$ cat src/rtl/core/rpbm_pkg.sv
// Package with shared types and constants for the RGB pixel blend pipeline.
`timescale 1ns / 1ps
`default_nettype none

package rpbm_pkg;

  localparam int unsigned ChanW = 8;
  localparam int unsigned NumChan = 3;
  localparam int unsigned SqW = 2 * ChanW;
  localparam int unsigned ProdW = 2 * ChanW;
  localparam int unsigned CfgIdxW = 2;
  localparam int unsigned CfgDataW = 8;

  localparam logic [ChanW-1:0] ChanMax = 8'd255;
  localparam logic [ChanW-1:0] MixRatioReset = 8'd128;

  localparam logic [CfgIdxW-1:0] CfgIdxMode = 2'd0;
  localparam logic [CfgIdxW-1:0] CfgIdxRatio = 2'd1;
  localparam logic [CfgIdxW-1:0] CfgIdxAlphaEn = 2'd2;
  localparam logic [CfgIdxW-1:0] CfgIdxGray = 2'd3;

  typedef enum logic [2:0] {
    ModeDirect   = 3'd0,
    ModeMinimum  = 3'd1,
    ModeMaximum  = 3'd2,
    ModeMix      = 3'd3,
    ModeTransBlk = 3'd4,
    ModeAdd      = 3'd5,
    ModeSubtract = 3'd6,
    ModeMultiply = 3'd7
  } blend_mode_e;

  typedef logic [NumChan-1:0][ChanW-1:0] pixel_t;

  typedef struct packed {
    pixel_t                        dst;
    pixel_t                        src;
    logic [ChanW-1:0]              alpha;
    logic [NumChan-1:0][SqW-1:0]   sq_dst;
    logic [NumChan-1:0][SqW-1:0]   sq_src;
    logic [NumChan-1:0][ProdW-1:0] mix_sum;
    pixel_t                        mul;
    pixel_t                        add_sat;
    pixel_t                        sub_flr;
  } front_t;

  typedef struct packed {
    pixel_t           dst;
    pixel_t           blend;
    logic [ChanW-1:0] alpha;
  } select_t;

  typedef struct packed {
    pixel_t                        dst;
    logic [NumChan-1:0][ProdW-1:0] mixed;
  } alpha_t;

  typedef struct packed {
    blend_mode_e      mode;
    logic [ChanW-1:0] mix_ratio;
    logic             alpha_en;
    logic             gray_dst;
  } cfg_t;

endpackage

`default_nettype wire

$ cat src/rtl/core/rpbm_front.sv
// First pipeline stage: squares, products and per-channel saturating arithmetic.
`timescale 1ns / 1ps
`default_nettype none

module rpbm_front (
  input  wire logic              clk_i,
  input  wire logic              rst_ni,
  input  wire rpbm_pkg::cfg_t    cfg_i,
  input  wire logic              valid_i,
  output logic                   ready_o,
  input  wire rpbm_pkg::pixel_t  dst_i,
  input  wire rpbm_pkg::pixel_t  src_i,
  input  wire logic [7:0]        alpha_i,
  output logic                   valid_o,
  input  wire logic              ready_i,
  output rpbm_pkg::front_t       data_o
);

  logic             valid_q;
  rpbm_pkg::front_t data_d;
  rpbm_pkg::front_t data_q;

  always_comb begin
    logic [rpbm_pkg::ChanW-1:0] inv_ratio;
    logic [rpbm_pkg::ChanW:0]   sum;
    logic [rpbm_pkg::ProdW-1:0] prod;
    inv_ratio = rpbm_pkg::ChanMax - cfg_i.mix_ratio;
    data_d.dst = dst_i;
    data_d.src = src_i;
    data_d.alpha = alpha_i;
    for (int i = 0; i < rpbm_pkg::NumChan; i++) begin
      data_d.sq_dst[i] = 16'(dst_i[i]) * 16'(dst_i[i]);
      data_d.sq_src[i] = 16'(src_i[i]) * 16'(src_i[i]);
      data_d.mix_sum[i] = 16'(cfg_i.mix_ratio) * 16'(src_i[i]) +
                          16'(inv_ratio) * 16'(dst_i[i]);
      prod = 16'(dst_i[i]) * 16'(src_i[i]);
      data_d.mul[i] = prod[15:8];
      sum = {1'b0, dst_i[i]} + {1'b0, src_i[i]};
      data_d.add_sat[i] = sum[rpbm_pkg::ChanW] ? rpbm_pkg::ChanMax : sum[7:0];
      data_d.sub_flr[i] = (dst_i[i] > src_i[i]) ? 8'(dst_i[i] - src_i[i]) : 8'd0;
    end
  end

  assign ready_o = !valid_q || ready_i;

  always_ff @(posedge clk_i or negedge rst_ni) begin
    if (!rst_ni) begin
      valid_q <= 1'b0;
    end else if (ready_o) begin
      valid_q <= valid_i;
    end
  end

  always_ff @(posedge clk_i) begin
    if (ready_o && valid_i) begin
      data_q <= data_d;
    end
  end

  assign valid_o = valid_q;
  assign data_o = data_q;

endmodule

`default_nettype wire

$ cat src/rtl/core/rpbm_select.sv
// Second pipeline stage: brightness compare, mix scaling and blend mode selection.
`timescale 1ns / 1ps
`default_nettype none

module rpbm_select (
  input  wire logic              clk_i,
  input  wire logic              rst_ni,
  input  wire rpbm_pkg::cfg_t    cfg_i,
  input  wire logic              valid_i,
  output logic                   ready_o,
  input  wire rpbm_pkg::front_t  data_i,
  output logic                   valid_o,
  input  wire logic              ready_i,
  output rpbm_pkg::select_t      data_o
);

  logic              valid_q;
  rpbm_pkg::select_t data_d;
  rpbm_pkg::select_t data_q;

  always_comb begin
    logic [rpbm_pkg::SqW+1:0]   len_dst;
    logic [rpbm_pkg::SqW+1:0]   len_src;
    logic                       take_src;
    logic                       per_chan;
    logic [rpbm_pkg::ProdW:0]   mix_q;
    rpbm_pkg::pixel_t           chan;
    len_dst = 18'(data_i.sq_dst[0]) + 18'(data_i.sq_dst[1]) + 18'(data_i.sq_dst[2]);
    len_src = 18'(data_i.sq_src[0]) + 18'(data_i.sq_src[1]) + 18'(data_i.sq_src[2]);
    take_src = 1'b0;
    per_chan = 1'b0;
    chan = data_i.src;
    case (cfg_i.mode)
      rpbm_pkg::ModeDirect:   take_src = 1'b1;
      rpbm_pkg::ModeMinimum:  take_src = len_dst > len_src;
      rpbm_pkg::ModeMaximum:  take_src = len_dst < len_src;
      rpbm_pkg::ModeTransBlk: take_src = |data_i.src;
      default:                per_chan = 1'b1;
    endcase
    for (int i = 0; i < rpbm_pkg::NumChan; i++) begin
      // Division by 255 for values up to 255 * 255, done by reciprocal approximation and truncation.
      mix_q = 17'(data_i.mix_sum[i]) + 17'(data_i.mix_sum[i][15:8]) + 17'd1;
      case (cfg_i.mode)
        rpbm_pkg::ModeMix:      chan[i] = mix_q[15:8];
        rpbm_pkg::ModeAdd:      chan[i] = data_i.add_sat[i];
        rpbm_pkg::ModeSubtract: chan[i] = data_i.sub_flr[i];
        rpbm_pkg::ModeMultiply: chan[i] = data_i.mul[i];
        default:                chan[i] = data_i.src[i];
      endcase
    end
    data_d.dst = data_i.dst;
    data_d.alpha = data_i.alpha;
    if (per_chan) begin
      data_d.blend = chan;
    end else if (take_src) begin
      data_d.blend = data_i.src;
    end else begin
      data_d.blend = data_i.dst;
    end
  end

  assign ready_o = !valid_q || ready_i;

  always_ff @(posedge clk_i or negedge rst_ni) begin
    if (!rst_ni) begin
      valid_q <= 1'b0;
    end else if (ready_o) begin
      valid_q <= valid_i;
    end
  end

  always_ff @(posedge clk_i) begin
    if (ready_o && valid_i) begin
      data_q <= data_d;
    end
  end

  assign valid_o = valid_q;
  assign data_o = data_q;

endmodule

`default_nettype wire

$ cat src/rtl/core/rpbm_alpha.sv
// Third and fourth pipeline stages: alpha post-blend products and output register.
`timescale 1ns / 1ps
`default_nettype none

module rpbm_alpha (
  input  wire logic               clk_i,
  input  wire logic               rst_ni,
  input  wire rpbm_pkg::cfg_t     cfg_i,
  input  wire logic               valid_i,
  output logic                    ready_o,
  input  wire rpbm_pkg::select_t  data_i,
  output logic                    valid_o,
  input  wire logic               ready_i,
  output rpbm_pkg::pixel_t        pixel_o
);

  logic             mul_valid_q;
  logic             mul_ready;
  rpbm_pkg::alpha_t mul_d;
  rpbm_pkg::alpha_t mul_q;
  logic             out_valid_q;
  rpbm_pkg::pixel_t out_d;
  rpbm_pkg::pixel_t out_q;

  always_comb begin
    logic [rpbm_pkg::ChanW-1:0] inv_alpha;
    inv_alpha = rpbm_pkg::ChanMax - data_i.alpha;
    mul_d.dst = data_i.dst;
    for (int i = 0; i < rpbm_pkg::NumChan; i++) begin
      if (cfg_i.alpha_en) begin
        mul_d.mixed[i] = 16'(inv_alpha) * 16'(data_i.blend[i]) +
                         16'(data_i.alpha) * 16'(data_i.dst[i]);
      end else begin
        mul_d.mixed[i] = {data_i.blend[i], 8'd0};
      end
    end
  end

  always_comb begin
    out_d[0] = mul_q.mixed[0][15:8];
    for (int i = 1; i < rpbm_pkg::NumChan; i++) begin
      out_d[i] = cfg_i.gray_dst ? mul_q.dst[i] : mul_q.mixed[i][15:8];
    end
  end

  assign mul_ready = !out_valid_q || ready_i;
  assign ready_o = !mul_valid_q || mul_ready;

  always_ff @(posedge clk_i or negedge rst_ni) begin
    if (!rst_ni) begin
      mul_valid_q <= 1'b0;
      out_valid_q <= 1'b0;
    end else begin
      if (ready_o) begin
        mul_valid_q <= valid_i;
      end
      if (mul_ready) begin
        out_valid_q <= mul_valid_q;
      end
    end
  end

  always_ff @(posedge clk_i) begin
    if (ready_o && valid_i) begin
      mul_q <= mul_d;
    end
    if (mul_ready && mul_valid_q) begin
      out_q <= out_d;
    end
  end

  assign valid_o = out_valid_q;
  assign pixel_o = out_q;

endmodule

`default_nettype wire

$ cat src/rtl/core/rgb_pixel_blend_modes.sv
// Top level of the RGB pixel blend pipeline with its configuration registers.
// Throughput: one pixel per cycle while the output is ready.
// Every stage holds its item under back-pressure.
// The four register stages are products, mode selection, alpha products and output.
// Reset clears all stage valid bits and loads mode direct, mix ratio 128,
// alpha off and color destination.
`timescale 1ns / 1ps
`default_nettype none

module rgb_pixel_blend_modes (
  input  wire logic       clk_i,
  input  wire logic       rst_ni,
  input  wire logic       cfg_we_i,
  input  wire logic [1:0] cfg_idx_i,
  input  wire logic [7:0] cfg_wdata_i,
  input  wire logic       in_valid_i,
  output logic            in_ready_o,
  input  wire logic [7:0] dest_red_i,
  input  wire logic [7:0] dest_green_i,
  input  wire logic [7:0] dest_blue_i,
  input  wire logic [7:0] src_red_i,
  input  wire logic [7:0] src_green_i,
  input  wire logic [7:0] src_blue_i,
  input  wire logic [7:0] src_alpha_i,
  output logic            out_valid_o,
  input  wire logic       out_ready_i,
  output logic [7:0]      out_red_o,
  output logic [7:0]      out_green_o,
  output logic [7:0]      out_blue_o
);

  rpbm_pkg::cfg_t    cfg_q;
  rpbm_pkg::pixel_t  dst;
  rpbm_pkg::pixel_t  src;
  rpbm_pkg::pixel_t  result;
  rpbm_pkg::front_t  front_data;
  rpbm_pkg::select_t sel_data;
  logic              front_valid;
  logic              front_ready;
  logic              sel_valid;
  logic              sel_ready;

  always_ff @(posedge clk_i or negedge rst_ni) begin
    if (!rst_ni) begin
      cfg_q.mode <= rpbm_pkg::ModeDirect;
      cfg_q.mix_ratio <= rpbm_pkg::MixRatioReset;
      cfg_q.alpha_en <= 1'b0;
      cfg_q.gray_dst <= 1'b0;
    end else if (cfg_we_i) begin
      case (cfg_idx_i)
        rpbm_pkg::CfgIdxMode:    cfg_q.mode <= rpbm_pkg::blend_mode_e'(cfg_wdata_i[2:0]);
        rpbm_pkg::CfgIdxRatio:   cfg_q.mix_ratio <= cfg_wdata_i;
        rpbm_pkg::CfgIdxAlphaEn: cfg_q.alpha_en <= cfg_wdata_i[0];
        rpbm_pkg::CfgIdxGray:    cfg_q.gray_dst <= cfg_wdata_i[0];
        default: ;
      endcase
    end
  end

  assign dst = {dest_blue_i, dest_green_i, dest_red_i};
  assign src = {src_blue_i, src_green_i, src_red_i};

  rpbm_front u_front (
    .clk_i   (clk_i),
    .rst_ni  (rst_ni),
    .cfg_i   (cfg_q),
    .valid_i (in_valid_i),
    .ready_o (in_ready_o),
    .dst_i   (dst),
    .src_i   (src),
    .alpha_i (src_alpha_i),
    .valid_o (front_valid),
    .ready_i (front_ready),
    .data_o  (front_data)
  );

  rpbm_select u_select (
    .clk_i   (clk_i),
    .rst_ni  (rst_ni),
    .cfg_i   (cfg_q),
    .valid_i (front_valid),
    .ready_o (front_ready),
    .data_i  (front_data),
    .valid_o (sel_valid),
    .ready_i (sel_ready),
    .data_o  (sel_data)
  );

  rpbm_alpha u_alpha (
    .clk_i   (clk_i),
    .rst_ni  (rst_ni),
    .cfg_i   (cfg_q),
    .valid_i (sel_valid),
    .ready_o (sel_ready),
    .data_i  (sel_data),
    .valid_o (out_valid_o),
    .ready_i (out_ready_i),
    .pixel_o (result)
  );

  assign out_red_o = result[0];
  assign out_green_o = result[1];
  assign out_blue_o = result[2];

endmodule

`default_nettype wire
$ cat config.mk
export PLATFORM = sky130hd
export DESIGN_NAME = rgb_pixel_blend_modes
export DESIGN_NICKNAME = d
export VERILOG_FILES = /design/src/rtl/core/rpbm_pkg.sv /design/src/rtl/core/rpbm_front.sv /design/src/rtl/core/rpbm_select.sv /design/src/rtl/core/rpbm_alpha.sv /design/src/rtl/core/rgb_pixel_blend_modes.sv
export SDC_FILE = /design/constraint.sdc
export NUM_CORES = 2
export LEC_CHECK = 0
export ABC_AREA = 1
export BUFFER_PORTS_ARGS = -buffer_cell sky130_fd_sc_hd__clkbuf_2
export CAP_MARGIN = 20
export CORE_MARGIN = 3
export CORE_UTILIZATION = 67
export DETAILED_ROUTE_END_ITERATION = 8
export PLACE_DENSITY_LB_ADDON = 0.08
export RECOVER_POWER = 100
export SETUP_SLACK_MARGIN = 0.2
export SYNTH_ARGS = -nofsm -noshare
export SYNTH_HDL_FRONTEND = slang
export SYNTH_SLANG_ARGS = --single-unit
$ cat constraint.sdc
create_clock -name clk_i -period 29.2 [get_ports clk_i]
set_input_delay 2.92 -clock clk_i [delete_from_list [all_inputs] [get_ports clk_i]]
set_output_delay 2.92 -clock clk_i [all_outputs]
set_load 0.005 [all_outputs]
==> results by stage <==
Status:
- The run finished, with violations left.
- The final reports fail on max-capacitance violations, max-slew violations.

Logic synthesis:
- The post-synthesis async set-or-reset flop share is 0.0428.
- The area share of the largest cell type after synthesis is 0.275.
- fa_1 takes more of the synthesized area than any other cell.
- The mean cell area of the mapped netlist is approximately 8.6 um^2.
- The post-synthesis cell area is roughly 60,000 um^2.
- By area the synthesized netlist is led by fa_1 (28%), edfxtp_1 (19%), ha_1 (16%).
- The number of instances in the synthesized netlist is between 7,000 and 8,000.
- During synthesis, Yosys emitted a total of 0 warnings.
- The synthesis-stage register bit count is approximately 400.
- The distinct cell type count of the synthesized netlist is between 60 and 70.
- The synthesized design contains 380 enable-type register cells.
- The dominant register cell in the synthesized netlist is edfxtp_1.
- The share of the Yosys chip area taken by registers is 0.195.

Clock network:
- Clock-pin slew was measured on the worst setup and hold paths at 0.07 ns.
- The tree is rooted in a clkbuf_16.
- Clock latency on the worst-skew pair, taken at its later pin, is between 0.6 and 0.7 ns.
- The number of buffers created by CTS is 49.
- The number of clock sinks is 397.
- The clock passes through at most 3 buffers.
- TritonCTS built the clock tree.
- The number of cells upsized or downsized after cts is 0.
- The number of hold-repair buffers added at the cts stage is 0.
- The H-tree was split into 2 levels.
- The number of post-CTS setup repair buffers is 0.

Drt:
- The residual DRC count is 0.
- The routed wire length is 152,000 um.
- Before antenna repair, the detailed router went through 5 iterations.
- The mean routed wirelength per cell is around 18 um.
- The via count is between 40,000 and 50,000.
- The uppermost metal layer occupied by signal nets is met5.
- The routed wire length on met2 is around 71,000 um.
- The average vias per placed instance is between 5 and 6.
- Once detail routing completed, the nets flagged for antenna violations numbered 0.
- The number of design-rule violations left by the first detailed-router iteration is about 3,400.
- The routed wire length on met3 is between 10,000 and 15,000 um.
- The length of routed wiring on met1 is a little over 60,000 um.

Layout:
- The fraction of layout instances using a drive strength above 1 is 0.0305.
- The commonest non-fill, non-tap cell in the layout is inv_1.
- The layout has 7,049 filler cells.
- The final layout net count is approximately 8,800.
- The top cell types in the final layout, fill and taps aside, are inv_1 (1,740), nand2_1 (1,543), fa_1 (836).
- The area growth from synthesis to layout is 4.52%.

Setup path:
- In this run the worst setup path terminates at u_front.data_o[197].
- In this run the register-to-register setup slack is around 20 ns.
- The startpoint of the worst register-to-register path is u_alpha.valid_o.
- The sort of element at the start of the critical path is a primary input.
- STA classifies the critical path endpoint as a flop.
- The data required time of the critical path is between 20 and 30 ns.
- STA puts the critical path data arrival time at between 10 and 15 ns.
- The critical path starts at out_ready_i.
- The worst reg2reg path endpoint is u_front.data_o[197].
- The worst setup path is of the in -> reg kind.
- The worst reg2reg path depth is 12.
- Of all nets on the critical path, the largest fanout is just under 70.

Global route:
- The first-pass GRT wire length is roughly 250,000 um.
- The global-route total usage across every layer is 0.334.
- Entering global routing, the biggest net connects 76 pins.
- The aggregate global routing overflow is 0.
- The initial antenna violation count is 10.
- The via count of the first global-routing pass is approximately 47,000.

Floorplan:
- The initialized floorplan defines around 110 standard-cell rows.
- The initial utilization of the core area, before any placement, comes to 0.682.
- The number of I/O pins is between 90 and 100.
- The die covers between 90,000 and 100,000 um^2.
- From bottom edge to top edge, the die measures about 310 um.
- The total core area is 89,200 um^2.
- The die is around 300 um wide.

Hold path:
- The worst min-delay path class is reg -> reg.

Placed design:
- The placer's final routability congestion estimate is slightly above 0.9.
- The count of buffers inserted at the top-level ports is between 90 and 100.
- Detailed placement finished with a half-perimeter wire length of approximately 120,000 um.

Timing:
- The fraction of the cycle the final worst path needs is 0.398.
- The worst max-slew margin expressed relative to the limit is -1.87.
- The number of pins with negative max-slew slack in the final report was approximately 1,200.
- The actual slew at the worst max-slew pin is roughly 4.3 ns.
- Clock skew on the completed layout was measured at roughly 0.044 ns.
- The final count of hold timing violations came to 0.
- Setup violations remaining at the end of the flow were counted as 0.
- Summed over all failing endpoints, the final setup total negative slack is 0 ns.
- The maximum operating frequency is approximately 86 MHz.
- The clock period minus final worst setup slack is ~12 ns.
- Setup repair after global routing left no endpoint under its margin.

Run:
- The number of max-cap violations is 40.
==> how the worst min path moves through the flow <==
stage,depth (start not counted),endpoint,slack (ns),from
2_1_floorplan,0,u_alpha.pixel_o[0],0.40,u_alpha.mul_q[8]
3_3_place_gp,0,u_alpha.pixel_o[4],0.40,u_alpha.mul_q[12]
3_5_place_dp,0,u_select.data_o[5],0.40,u_front.data_o[221]
4_1_cts,0,u_select.data_o[5],0.41,u_front.data_o[221]
5_1_grt,0,u_alpha.pixel_o[4],0.42,u_alpha.mul_q[12]
6_report,0,u_select.data_o[5],0.41,u_front.data_o[221]
==> logic make-up after synthesis <==
family	share of synthesized area
simple gates	0.148
fa+ha+maj	0.439
flops	0.195
mux	0.00296
compound gates	0.0528
buf+inv	0.124
xor+xnor	0.0372
other cells	0.0000617
==> final cells by class <==
class                           count  area (um^2)  share of cell area
Timing Repair Buffer              139          654              0.0103
Tap cell                         1165         1460              0.0229
Clock buffer                       60         1300              0.0204
Sequential cell                   397        11800               0.186
Clock inverter                     32          309             0.00486
Inverter                         1766         6630               0.104
Multi-Input combinational cell   4719        41300               0.651
Antenna cell                        5         12.5            0.000197
==> worst max-delay path: stages <==
cell and delay (ns):
clkbuf_2 0.08, nor2_1 0.05, inv_1 0.06, nor2_1 0.04, inv_1 0.09, nor2_1 0.06
inv_1 0.08, nor2_1 0.08, nor2_4 0.07, clkbuf_1 2.99, clkbuf_1 2.66, clkbuf_1 2.40
==> state kept, by name, summed over array words and instances (netlist names) <==
register,count
u_select.valid_o,1
u_alpha.valid_o,1
u_alpha.pixel_o,24
u_front.valid_o,1
u_front.data_o,260
u_alpha.mul_q,40
u_alpha.mul_valid_q,1
u_select.data_o,56
cfg_q,13
==> through the flow <==
stage / hold slack (ns) / worst slack (ns) / instance area (um^2) / instances / utilization
detailed placement: 0.405 / 20.69 / 62100 / 8186 / 0.697
CTS: 0.413 / 21.34 / 63700 / 8278 / 0.715
finish: 0.414 / 17.58 / 63500 / 8283 / 0.712
global route: 0.424 / 16.90 / 63500 / 8278 / 0.712
floorplan: 0.400 / 14.15 / 60800 / 7112 / -
global placement: 0.402 / 20.79 / 62100 / 8186 / 0.697
==> synth_stat cells, types with 26 or more instances <==
cell      count
inv_1      1741
xnor2_1      88
nand2_1    1539
fa_1        836
nor2_1      395
clkbuf_1    168
xor2_1      170
nand3_1     181
ha_1        797
a21oi_1     289
nand4_1      32
o21ai_0     118
buf_1        26
edfxtp_1    380
==> routing by layer <==
metal	vias to the layer above	track usage
met5	-	0
met4	10	0.120
met3	346	0.0587
met2	1697	0.551
met1	22200	0.447
li1	21500	-
Power is left out: the tool's default activity adds up to more than one toggle a clock period on the data nets, which glitch-free logic cannot reach.
